===== config.mk =====
export PLATFORM = sky130hd
export DESIGN_NAME = multi_queue_linked_buffer_core
export DESIGN_NICKNAME = d
export VERILOG_FILES = /design/src/sv/mqlb_pkg.sv /design/src/sv/mqlb_store.sv /design/src/sv/mqlb_qtab.sv /design/src/sv/multi_queue_linked_buffer_core.sv
export SDC_FILE = /design/constraint.sdc
export NUM_CORES = 1
export LEC_CHECK = 0
export BUFFER_PORTS_ARGS = -buffer_cell sky130_fd_sc_hd__buf_4
export CORE_ASPECT_RATIO = 1.1
export CORE_UTILIZATION = 50
export DETAILED_ROUTE_END_ITERATION = 6
export HOLD_SLACK_MARGIN = 0.06
export MAX_ROUTING_LAYER = met4
export PLACE_DENSITY = 0.66
export SLEW_MARGIN = 20
export SYNTH_ARGS = -nofsm -noshare
export SYNTH_HDL_FRONTEND = slang
export SYNTH_SLANG_ARGS = --single-unit

===== constraint.sdc =====
create_clock -name i_clk -period 6.73 [get_ports i_clk]
set_input_delay 0.3365 -clock i_clk [delete_from_list [all_inputs] [get_ports i_clk]]
set_output_delay 0.3365 -clock i_clk [all_outputs]
set_load 0.01 [all_outputs]

===== src/sv/mqlb_pkg.sv =====
// shared types and constants for the multi-queue linked buffer
// no dependencies; used by mqlb_store, mqlb_qtab and the top level
`timescale 1ns / 1ps

package mqlb_pkg;

    typedef enum logic {
        CMD_ENQ = 1'b0,
        CMD_DEQ = 1'b1
    } t_cmd;

    typedef enum logic [1:0] {
        ST_OK        = 2'd0,
        ST_OVERFLOW  = 2'd1,
        ST_UNDERFLOW = 2'd2
    } t_status;

    localparam logic signed [31:0] UNDERFLOW_VALUE = -32'sd404;

    typedef enum logic [2:0] {
        S_IDLE = 3'b001,
        S_LOOK = 3'b010,
        S_WB   = 3'b100
    } t_state;

    // entry store strobes
    typedef struct packed {
        logic rd_en;
        logic link_we;
        logic val_we;
        logic alloc;
    } t_store_ctl;

    // queue table strobes
    typedef struct packed {
        logic rd_en;
        logic head_we;
        logic tail_we;
        logic set_ne;
        logic clr_ne;
    } t_qtab_ctl;

endpackage


===== src/sv/mqlb_store.sv =====
// entry store: link memory, value memory and the untouched-region fill count
// depends on mqlb_pkg
`timescale 1ns / 1ps

module mqlb_store #(
    parameter int ENTRIES = 16
) (
    input  logic                          i_clk,
    input  logic                          i_rst_n,
    input  mqlb_pkg::t_store_ctl          i_ctl,
    input  logic [$clog2(ENTRIES)-1:0]    i_rd_addr,
    input  logic [$clog2(ENTRIES)-1:0]    i_lk_addr,
    input  logic [$clog2(ENTRIES+1)-1:0]  i_lk_data,
    input  logic [$clog2(ENTRIES)-1:0]    i_val_addr,
    input  logic [31:0]                   i_val_data,
    output logic [$clog2(ENTRIES+1)-1:0]  o_link,
    output logic [31:0]                   o_value
);

    localparam int AW = $clog2(ENTRIES);
    localparam int PW = $clog2(ENTRIES+1);

    logic [PW-1:0] r_link_mem [ENTRIES];
    logic [31:0]   r_val_mem  [ENTRIES];
    logic [PW-1:0] r_link_rd;
    logic [31:0]   r_val_rd;
    logic [AW-1:0] r_rd_addr;
    logic          r_rd_fresh;
    logic [PW-1:0] r_fill;
    logic [PW-1:0] n_fill;

    always_ff @(posedge i_clk) begin
        if (i_ctl.link_we) begin
            r_link_mem[i_lk_addr] <= i_lk_data;
        end
        if (i_ctl.val_we) begin
            r_val_mem[i_val_addr] <= i_val_data;
        end
        if (i_ctl.rd_en) begin
            r_link_rd <= r_link_mem[i_rd_addr];
            r_val_rd  <= r_val_mem[i_rd_addr];
            r_rd_addr <= i_rd_addr;
        end
    end

    // entries at or above the fill count were never written: they still chain to the next
    always_comb begin
        n_fill = r_fill;
        if (i_ctl.alloc && (PW'(i_val_addr) == r_fill)) begin
            n_fill = r_fill + PW'(1);
        end
    end

    always_ff @(posedge i_clk) begin
        if (!i_rst_n) begin
            r_fill     <= '0;
            r_rd_fresh <= 1'b0;
        end else begin
            r_fill <= n_fill;
            if (i_ctl.rd_en) begin
                r_rd_fresh <= (PW'(i_rd_addr) >= r_fill);
            end
        end
    end

    assign o_link  = r_rd_fresh ? (PW'(r_rd_addr) + PW'(1)) : r_link_rd;
    assign o_value = r_val_rd;

endmodule


===== src/sv/mqlb_qtab.sv =====
// queue table: head and tail memories plus one nonempty flag per queue
// depends on mqlb_pkg
`timescale 1ns / 1ps

module mqlb_qtab #(
    parameter int ENTRIES = 16,
    parameter int QUEUES  = 4
) (
    input  logic                                 i_clk,
    input  logic                                 i_rst_n,
    input  mqlb_pkg::t_qtab_ctl                  i_ctl,
    input  logic [(QUEUES>1 ? $clog2(QUEUES) : 1)-1:0] i_rd_addr,
    input  logic [(QUEUES>1 ? $clog2(QUEUES) : 1)-1:0] i_wr_addr,
    input  logic [$clog2(ENTRIES)-1:0]           i_head_data,
    input  logic [$clog2(ENTRIES)-1:0]           i_tail_data,
    output logic [$clog2(ENTRIES)-1:0]           o_head,
    output logic [$clog2(ENTRIES)-1:0]           o_tail,
    output logic                                 o_nonempty
);

    localparam int AW = $clog2(ENTRIES);

    logic [AW-1:0]     r_head_mem [QUEUES];
    logic [AW-1:0]     r_tail_mem [QUEUES];
    logic [QUEUES-1:0] r_ne;
    logic [AW-1:0]     r_head_rd;
    logic [AW-1:0]     r_tail_rd;
    logic              r_ne_rd;

    always_ff @(posedge i_clk) begin
        if (i_ctl.head_we) begin
            r_head_mem[i_wr_addr] <= i_head_data;
        end
        if (i_ctl.tail_we) begin
            r_tail_mem[i_wr_addr] <= i_tail_data;
        end
        if (i_ctl.rd_en) begin
            r_head_rd <= r_head_mem[i_rd_addr];
            r_tail_rd <= r_tail_mem[i_rd_addr];
            r_ne_rd   <= r_ne[i_rd_addr];
        end
    end

    // a queue with its flag clear is empty; its stale tail is ignored
    always_ff @(posedge i_clk) begin
        if (!i_rst_n) begin
            r_ne <= '0;
        end else begin
            if (i_ctl.set_ne) begin
                r_ne[i_wr_addr] <= 1'b1;
            end
            if (i_ctl.clr_ne) begin
                r_ne[i_wr_addr] <= 1'b0;
            end
        end
    end

    assign o_head     = r_head_rd;
    assign o_tail     = r_tail_rd;
    assign o_nonempty = r_ne_rd;

endmodule


===== src/sv/multi_queue_linked_buffer_core.sv =====
// top level: request sequencer, free-list head and result register
// depends on mqlb_pkg, mqlb_store and mqlb_qtab
`timescale 1ns / 1ps

// Several FIFO queues share one store of ENTRIES linked entries.
// Input channel (s_axis): one request per transfer, enqueue or dequeue on
// queue 1..QUEUES. Output channel (m_axis): exactly one result per request,
// status plus the dequeued value (-404 on underflow, 0 for enqueues).
// Each request walks three steps: accept (queue table read), lookup (entry
// store read at the free head or the queue head), writeback (link, pointer
// and value updates, result loaded). A new request is not taken until the
// last one has left writeback; the sequencer waits on the registered reads
// of the queue table and then the entry store, which have a single read
// port each.
// o_s_axis_tready is high only while the sequencer is idle.
// If the receiver stalls with a result still held, writeback waits and the
// input stays blocked until the result register can take the new result.
// Reset empties every queue and chains all entries into the free list in
// index order; it takes effect at once, with no clearing pass.

module multi_queue_linked_buffer_core #(
    parameter int ENTRIES = 16,
    parameter int QUEUES  = 4
) (
    input  logic        i_clk,
    input  logic        i_rst_n,
    input  logic        i_s_axis_tvalid,
    output logic        o_s_axis_tready,
    input  logic [39:0] i_s_axis_tdata,   // cmd, queue_number[2:0], push_value[31:0], zero pad
    output logic        o_m_axis_tvalid,
    input  logic        i_m_axis_tready,
    output logic [39:0] o_m_axis_tdata    // status[1:0], pop_value[31:0], zero pad
);

    localparam int AW = $clog2(ENTRIES);
    localparam int PW = $clog2(ENTRIES+1);
    localparam int QW = (QUEUES > 1) ? $clog2(QUEUES) : 1;

    mqlb_pkg::t_state     r_state, n_state;
    logic                 r_cmd;
    logic [QW-1:0]        r_qidx;
    logic                 r_valid_q;
    logic [31:0]          r_val;
    logic [PW-1:0]        r_free_head, n_free_head;
    logic                 r_out_valid;
    logic [1:0]           r_out_status;
    logic [31:0]          r_out_pop;

    logic                 w_accept;
    logic [2:0]           w_qn;
    logic [QW-1:0]        w_in_qidx;
    logic                 w_in_valid_q;
    logic                 w_enq;
    logic [AW-1:0]        w_idx;
    logic                 w_err;
    logic                 w_last;
    logic                 w_fire;
    logic                 w_ok;
    logic [1:0]           w_status;
    logic [31:0]          w_pop;

    mqlb_pkg::t_store_ctl w_sctl;
    mqlb_pkg::t_qtab_ctl  w_qctl;
    logic [AW-1:0]        w_lk_addr;
    logic [PW-1:0]        w_lk_data;
    logic [AW-1:0]        w_head_data;
    logic [PW-1:0]        s_link;
    logic [31:0]          s_value;
    logic [AW-1:0]        q_head;
    logic [AW-1:0]        q_tail;
    logic                 q_ne;

    assign o_s_axis_tready = (r_state == mqlb_pkg::S_IDLE);
    assign w_accept        = i_s_axis_tvalid && o_s_axis_tready;
    assign w_qn            = i_s_axis_tdata[3:1];
    assign w_in_valid_q    = (w_qn != 3'd0) && (32'(w_qn) <= QUEUES);
    assign w_in_qidx       = QW'(32'(w_qn) - 32'd1);

    assign w_enq   = (r_cmd == mqlb_pkg::CMD_ENQ);
    assign w_idx   = w_enq ? r_free_head[AW-1:0] : q_head;
    assign w_last  = (q_head == q_tail);
    assign w_err   = !r_valid_q || (w_enq ? (r_free_head == PW'(ENTRIES)) : !q_ne);
    assign w_fire  = (r_state == mqlb_pkg::S_WB) && (!r_out_valid || i_m_axis_tready);
    assign w_ok    = w_fire && !w_err;

    always_comb begin
        w_sctl.rd_en   = (r_state == mqlb_pkg::S_LOOK);
        w_sctl.link_we = w_ok && (w_enq ? q_ne : 1'b1);
        w_sctl.val_we  = w_ok && w_enq;
        w_sctl.alloc   = w_ok && w_enq;
        w_lk_addr      = w_enq ? q_tail : w_idx;
        w_lk_data      = w_enq ? PW'(w_idx) : r_free_head;

        w_qctl.rd_en   = w_accept;
        w_qctl.head_we = w_ok && (w_enq ? !q_ne : !w_last);
        w_qctl.tail_we = w_ok && w_enq;
        w_qctl.set_ne  = w_ok && w_enq;
        w_qctl.clr_ne  = w_ok && !w_enq && w_last;
        w_head_data    = w_enq ? w_idx : s_link[AW-1:0];
    end

    always_comb begin
        if (!w_err) begin
            w_status = mqlb_pkg::ST_OK;
            w_pop    = w_enq ? 32'd0 : s_value;
        end else if (w_enq) begin
            w_status = mqlb_pkg::ST_OVERFLOW;
            w_pop    = 32'd0;
        end else begin
            w_status = mqlb_pkg::ST_UNDERFLOW;
            w_pop    = mqlb_pkg::UNDERFLOW_VALUE;
        end
    end

    always_comb begin
        n_free_head = r_free_head;
        if (w_ok) begin
            n_free_head = w_enq ? s_link : PW'(w_idx);
        end
    end

    always_comb begin
        n_state = r_state;
        case (r_state)
            mqlb_pkg::S_IDLE: begin
                if (w_accept) n_state = mqlb_pkg::S_LOOK;
            end
            mqlb_pkg::S_LOOK: begin
                n_state = mqlb_pkg::S_WB;
            end
            mqlb_pkg::S_WB: begin
                if (w_fire) n_state = mqlb_pkg::S_IDLE;
            end
            default: begin
                n_state = mqlb_pkg::S_IDLE;
            end
        endcase
    end

    always_ff @(posedge i_clk) begin
        if (!i_rst_n) begin
            r_state     <= mqlb_pkg::S_IDLE;
            r_free_head <= '0;
            r_out_valid <= 1'b0;
        end else begin
            r_state     <= n_state;
            r_free_head <= n_free_head;
            if (w_fire) begin
                r_out_valid <= 1'b1;
            end else if (i_m_axis_tready) begin
                r_out_valid <= 1'b0;
            end
        end
    end

    always_ff @(posedge i_clk) begin
        if (w_accept) begin
            r_cmd     <= i_s_axis_tdata[0];
            r_qidx    <= w_in_qidx;
            r_valid_q <= w_in_valid_q;
            r_val     <= i_s_axis_tdata[35:4];
        end
        if (w_fire) begin
            r_out_status <= w_status;
            r_out_pop    <= w_pop;
        end
    end

    assign o_m_axis_tvalid = r_out_valid;
    assign o_m_axis_tdata  = {6'd0, r_out_pop, r_out_status};

    mqlb_qtab #(
        .ENTRIES (ENTRIES),
        .QUEUES  (QUEUES)
    ) u_qtab (
        .i_clk       (i_clk),
        .i_rst_n     (i_rst_n),
        .i_ctl       (w_qctl),
        .i_rd_addr   (w_in_qidx),
        .i_wr_addr   (r_qidx),
        .i_head_data (w_head_data),
        .i_tail_data (w_idx),
        .o_head      (q_head),
        .o_tail      (q_tail),
        .o_nonempty  (q_ne)
    );

    mqlb_store #(
        .ENTRIES (ENTRIES)
    ) u_store (
        .i_clk      (i_clk),
        .i_rst_n    (i_rst_n),
        .i_ctl      (w_sctl),
        .i_rd_addr  (w_idx),
        .i_lk_addr  (w_lk_addr),
        .i_lk_data  (w_lk_data),
        .i_val_addr (w_idx),
        .i_val_data (r_val),
        .o_link     (s_link),
        .o_value    (s_value)
    );

`ifndef SYNTHESIS
    a_free_head_range: assert property (@(posedge i_clk) disable iff (!i_rst_n)
        r_free_head <= PW'(ENTRIES))
        else $error("free head beyond null code");

    a_accept_to_look: assert property (@(posedge i_clk) disable iff (!i_rst_n)
        w_accept |=> (r_state == mqlb_pkg::S_LOOK) && !o_s_axis_tready)
        else $error("request accepted without lookup");

    a_result_from_wb: assert property (@(posedge i_clk) disable iff (!i_rst_n)
        $rose(r_out_valid) |-> $past(r_state == mqlb_pkg::S_WB))
        else $error("result raised outside writeback");

    a_fire_to_idle: assert property (@(posedge i_clk) disable iff (!i_rst_n)
        w_fire |=> (r_state == mqlb_pkg::S_IDLE) && r_out_valid)
        else $error("writeback did not complete");
`endif

endmodule

==> metrics.txt <==
# TYPE chip_impl_metric gauge
chip_impl_metric{name="achievable-frequency",unit="MHz"} 223
chip_impl_metric{name="final-instance-count-excl-fill",unit=""} 3367
chip_impl_metric{name="slew_worst_pin",unit="ns"} 1.15
chip_impl_metric{name="firstDrtPassIters",unit=""} 5
chip_impl_metric{name="max_cap_viol_count",unit=""} 0
chip_impl_metric{name="floorplan.io_pins",unit=""} 86
chip_impl_metric{name="syn-instance-count",unit=""} 2360
chip_impl_metric{name="cp_data_arrival_time",unit="ns"} 4.72
chip_impl_metric{name="vdd_ir_drop_max",unit="V"} 0.000180
chip_impl_metric{name="finClkSkew",unit="ns"} 0.0273
chip_impl_info{name="critical_path.most_common_cell",value="sky130_fd_sc_hd__buf_4"} 1
chip_impl_info{name="crit_path_end_kind",value="flip-flop"} 1
chip_impl_metric{name="synth-seq-area-share",unit=""} 0.662
chip_impl_metric{name="min_period_over_period",unit=""} 0.666
chip_impl_metric{name="wirelength",unit="mm"} 92.9
chip_impl_info{name="timing.setup.critical_path_class",value="reg -> reg"} 1
chip_impl_metric{name="drt.antenna.violating_nets",unit=""} 0
chip_impl_metric{name="die_area",unit="um^2"} 69700
chip_impl_metric{name="synth_edf_count",unit=""} 744
chip_impl_metric{name="start_util",unit=""} 0.506
chip_impl_metric{name="grt_remaining_overflow",unit=""} 0
chip_impl_metric{name="routed_wire_length_per_instance",unit="um"} 27.6
chip_impl_metric{name="numClockSinks",unit=""} 763
chip_impl_metric{name="synth_area_per_cell",unit="um^2"} 14.6
chip_impl_metric{name="place_congestion",unit=""} 0.816
chip_impl_metric{name="postSynthRegisterBits",unit=""} 763
chip_impl_metric{name="synthesis.area",unit="um^2"} 34300
chip_impl_metric{name="timing.critical_path.slowest_cell_delay",unit="ns"} 0.78
chip_impl_metric{name="critical_path.max_fanout",unit=""} 179
chip_impl_info{name="clock-root-buffer",value="sky130_fd_sc_hd__clkbuf_16"} 1
chip_impl_metric{name="setup_ws",unit="ns"} 2.25
chip_impl_info{name="holdCritPathClass",value="in -> reg"} 1
chip_impl_info{name="synth.top_cells.by_area",value="sky130_fd_sc_hd__edfxtp_1, sky130_fd_sc_hd__mux4_2, sky130_fd_sc_hd__o21ai_0, sky130_fd_sc_hd__nand2b_1, sky130_fd_sc_hd__o41ai_1"} 1
chip_impl_metric{name="maxSlewHeadroom",unit=""} 0.230
chip_impl_metric{name="preCtsSetupSlack",unit="ns"} 2.12
chip_impl_metric{name="htree_num_levels",unit=""} 3
chip_impl_metric{name="setup-tns-final",unit="ns"} 0
chip_impl_info{name="outcome",value="finished, final reports clean"} 1
chip_impl_metric{name="synth.yosys.warnings",unit=""} 0
chip_impl_metric{name="synth.lib_cells_used.distinct",unit=""} 71
chip_impl_info{name="ys.flop_type",value="sky130_fd_sc_hd__edfxtp_1"} 1
chip_impl_metric{name="slew_violations",unit=""} 0
chip_impl_metric{name="grt.total_usage",unit=""} 0.273
chip_impl_metric{name="fin_nets",unit=""} 2435
chip_impl_metric{name="grt_pass1_vias",unit=""} 21900
chip_impl_metric{name="timing.critical_path.buf_inv",unit=""} 3
chip_impl_info{name="critPathTopFamily",value="buffers and inverters"} 1
chip_impl_metric{name="power",unit="mW"} 10.5
chip_impl_metric{name="die_w",unit="um"} 252
chip_impl_metric{name="finalSetupViolations",unit=""} 0
chip_impl_metric{name="grt_antenna_before_repair",unit=""} 1
chip_impl_metric{name="proportion_of_synthesized_flip_flops_having_asynchronous_set_or_reset",unit=""} 0
chip_impl_metric{name="drcViolationCount",unit=""} 0
chip_impl_metric{name="grt_pass1_wl",unit="mm"} 137
chip_impl_metric{name="place_hpwl",unit="mm"} 49.0
chip_impl_metric{name="worst-endpoint-required",unit="ns"} 6.97
chip_impl_metric{name="core_area",unit="um^2"} 67800
chip_impl_metric{name="hold_violations",unit=""} 0
chip_impl_metric{name="initial_drt_markers",unit=""} 2685
chip_impl_info{name="rsz_0062_raised_after_global_routing",value="no"} 1
chip_impl_info{name="critical_path.startpoint_type",value="flip-flop"} 1
chip_impl_metric{name="clk-insertion-delay-late",unit="ns"} 0.62
chip_impl_metric{name="total_leakage_power",unit="nW"} 12.3
chip_impl_info{name="cell_type_with_the_highest_aggregate_area_in_the_netlist",value="sky130_fd_sc_hd__edfxtp_1"} 1
chip_impl_metric{name="grt_start_max_net_pins",unit=""} 180
chip_impl_metric{name="drive_gt1_frac",unit=""} 0.183
chip_impl_metric{name="cts_buffers",unit=""} 80
chip_impl_info{name="critical-path-slowest-cell",value="sky130_fd_sc_hd__buf_4"} 1
chip_impl_metric{name="vias",unit=""} 22100
chip_impl_metric{name="dp_cells",unit=""} 3182
chip_impl_metric{name="power_per_cell_area",unit="nW/um^2"} 270
chip_impl_metric{name="post-synth-top-area-fraction",unit=""} 0.650
chip_impl_metric{name="vias_per_cell",unit=""} 6.57
chip_impl_info{name="tritoncts_clock_tree",value="built"} 1
chip_impl_metric{name="clk_pin_slew_worst_paths",unit="ns"} 0.06
chip_impl_metric{name="cts_buffer_depth",unit=""} 3
chip_impl_metric{name="postCtsSetupRepairBufs",unit=""} 0
chip_impl_metric{name="period_minus_slack",unit="ns"} 4.48
chip_impl_metric{name="portBuffers",unit=""} 75
chip_impl_info{name="timing.critical_path.cells",value="buf_12, buf_4, nand2_2, o22a_1, nor3_2, buf_4"} 1
chip_impl_metric{name="filler_cell_count",unit=""} 5322
chip_impl_metric{name="die-height",unit="um"} 277
chip_impl_metric{name="placement_rows",unit=""} 100
chip_impl_metric{name="area_growth",unit="%"} 12.8
==> through the flow <==
stage | util | instance area [um^2] | hold WS (ns)
2_1_floorplan | - | 34400 | 0.435
3_3_place_gp | 0.526 | 35700 | 0.444
3_5_place_dp | 0.526 | 35700 | 0.462
4_1_cts | 0.571 | 38700 | 0.0956
5_1_grt | 0.571 | 38800 | 0.121
6_report | 0.571 | 38800 | 0.121
==> cells in the final DEF, fill, tap and decap left out, types with 64 or more instances in the layout <==
cell type	Yosys	routed
sky130_fd_sc_hd__nor4bb_1	64	64
sky130_fd_sc_hd__nor2_1	89	86
sky130_fd_sc_hd__edfxtp_1	744	744
sky130_fd_sc_hd__nand2_1	92	90
sky130_fd_sc_hd__mux4_2	83	83
sky130_fd_sc_hd__nand4_1	102	102
sky130_fd_sc_hd__o41ai_1	74	74
sky130_fd_sc_hd__o21ai_0	185	185
sky130_fd_sc_hd__buf_4	11	134
sky130_fd_sc_hd__nand2b_1	144	143
sky130_fd_sc_hd__clkbuf_16	0	85
==> cells in the mapped netlist (40+ instances only) <==
library cell / instances
sky130_fd_sc_hd__a31o_2: 57
sky130_fd_sc_hd__buf_2: 75
sky130_fd_sc_hd__clkbuf_1: 132
sky130_fd_sc_hd__edfxtp_1: 744
sky130_fd_sc_hd__inv_1: 40
sky130_fd_sc_hd__mux4_2: 83
sky130_fd_sc_hd__nand2_1: 92
sky130_fd_sc_hd__nand2b_1: 144
sky130_fd_sc_hd__nand4_1: 102
sky130_fd_sc_hd__nand4b_1: 62
sky130_fd_sc_hd__nor2_1: 89
sky130_fd_sc_hd__nor4bb_1: 64
sky130_fd_sc_hd__o21ai_0: 185
sky130_fd_sc_hd__o31ai_1: 62
sky130_fd_sc_hd__o41ai_1: 74
sky130_fd_sc_hd__or4bb_1: 54
==> metal layers <==
metal,vias to the layer above,GRT usage,part of all wire
li1,9542,-,-
met1,11300,0.356,0.40
met3,207,0.0451,0.087
met5,-,-,0
met4,0,0.101,0.032
met2,1100,0.431,0.48
==> worst register-to-register path, cell delays in order (launching register included) <==
cell and delay, ns:
sky130_fd_sc_hd__edfxtp_1 0.44, sky130_fd_sc_hd__buf_12 0.51, sky130_fd_sc_hd__buf_4 0.88, sky130_fd_sc_hd__nand2_2 0.61
sky130_fd_sc_hd__o22a_1 0.48, sky130_fd_sc_hd__nor3_2 0.54, sky130_fd_sc_hd__buf_4 0.60
==> worst paths after layout <==
check,slack (ns),to,depth (start not counted),from
hold / removal,0.12,r_qidx[0],2,i_s_axis_tdata[1]
hold reg to reg,0.47,u_store.r_fill[3],2,u_store.r_fill[3]
setup / recovery,2.25,u_store.r_val_mem[1][15],6,r_cmd
setup reg to reg,2.25,u_store.r_val_mem[1][15],6,r_cmd
==> power by group <==
group / internal [mW] / switching [mW]
clock network: 2.71 / 1.83
logic: 0.228 / 0.391
registers: 5.26 / 0.0701
total: 8.19 / 2.29
==> cells by family after synthesis <==
| family | Yosys count | share of synthesized area |
|---|---|---|
| xor+xnor | 4 | 0.00102 |
| other cells | 1 | 0.000109 |
| compound gates | 502 | 0.102 |
| fa+ha+maj | 7 | 0.00255 |
| mux | 94 | 0.0578 |
| buf+inv | 282 | 0.0369 |
| simple gates | 707 | 0.138 |
| flops | 763 | 0.662 |
==> cell type report <==
type	instances	area (um^2)	share of cell area
sequential	763	22700	0.586
multi-input combinational	1320	10500	0.272
clock buffer	102	2210	0.0570
timing repair buffer	176	1470	0.0380
tap	918	1150	0.0296
clock inverter	44	482	0.0124
inverter	43	164	0.00423
antenna	1	2.50	0.0000646
==> what timing repair did <==
action,4_1_cts,5_1_grt
hold buffers,37,0
endpoints found under the hold margin,42,0
resized for setup,0,0
==> state kept, by name (all words and copies together) (netlist names) <==
| register | count |
|---|---|
| u_store.r_val_mem | 512 |
| u_store.r_link_mem | 80 |
| r_out_pop | 32 |
| r_val | 32 |
| u_store.o_value | 32 |
| u_qtab.r_head_mem | 16 |
| u_qtab.r_tail_mem | 16 |
| r_free_head | 5 |
| u_store.r_fill | 5 |
| u_store.r_link_rd | 5 |
| u_qtab.o_head | 4 |
| u_qtab.o_tail | 4 |
| u_qtab.r_ne | 4 |
| u_store.r_rd_addr | 4 |
| r_state | 3 |
| r_out_status | 2 |
| r_qidx | 2 |
| o_m_axis_tvalid | 1 |
| r_cmd | 1 |
| r_valid_q | 1 |
| u_qtab.o_nonempty | 1 |
| u_store.r_rd_fresh | 1 |
Power figures use the tool's default switching activity.
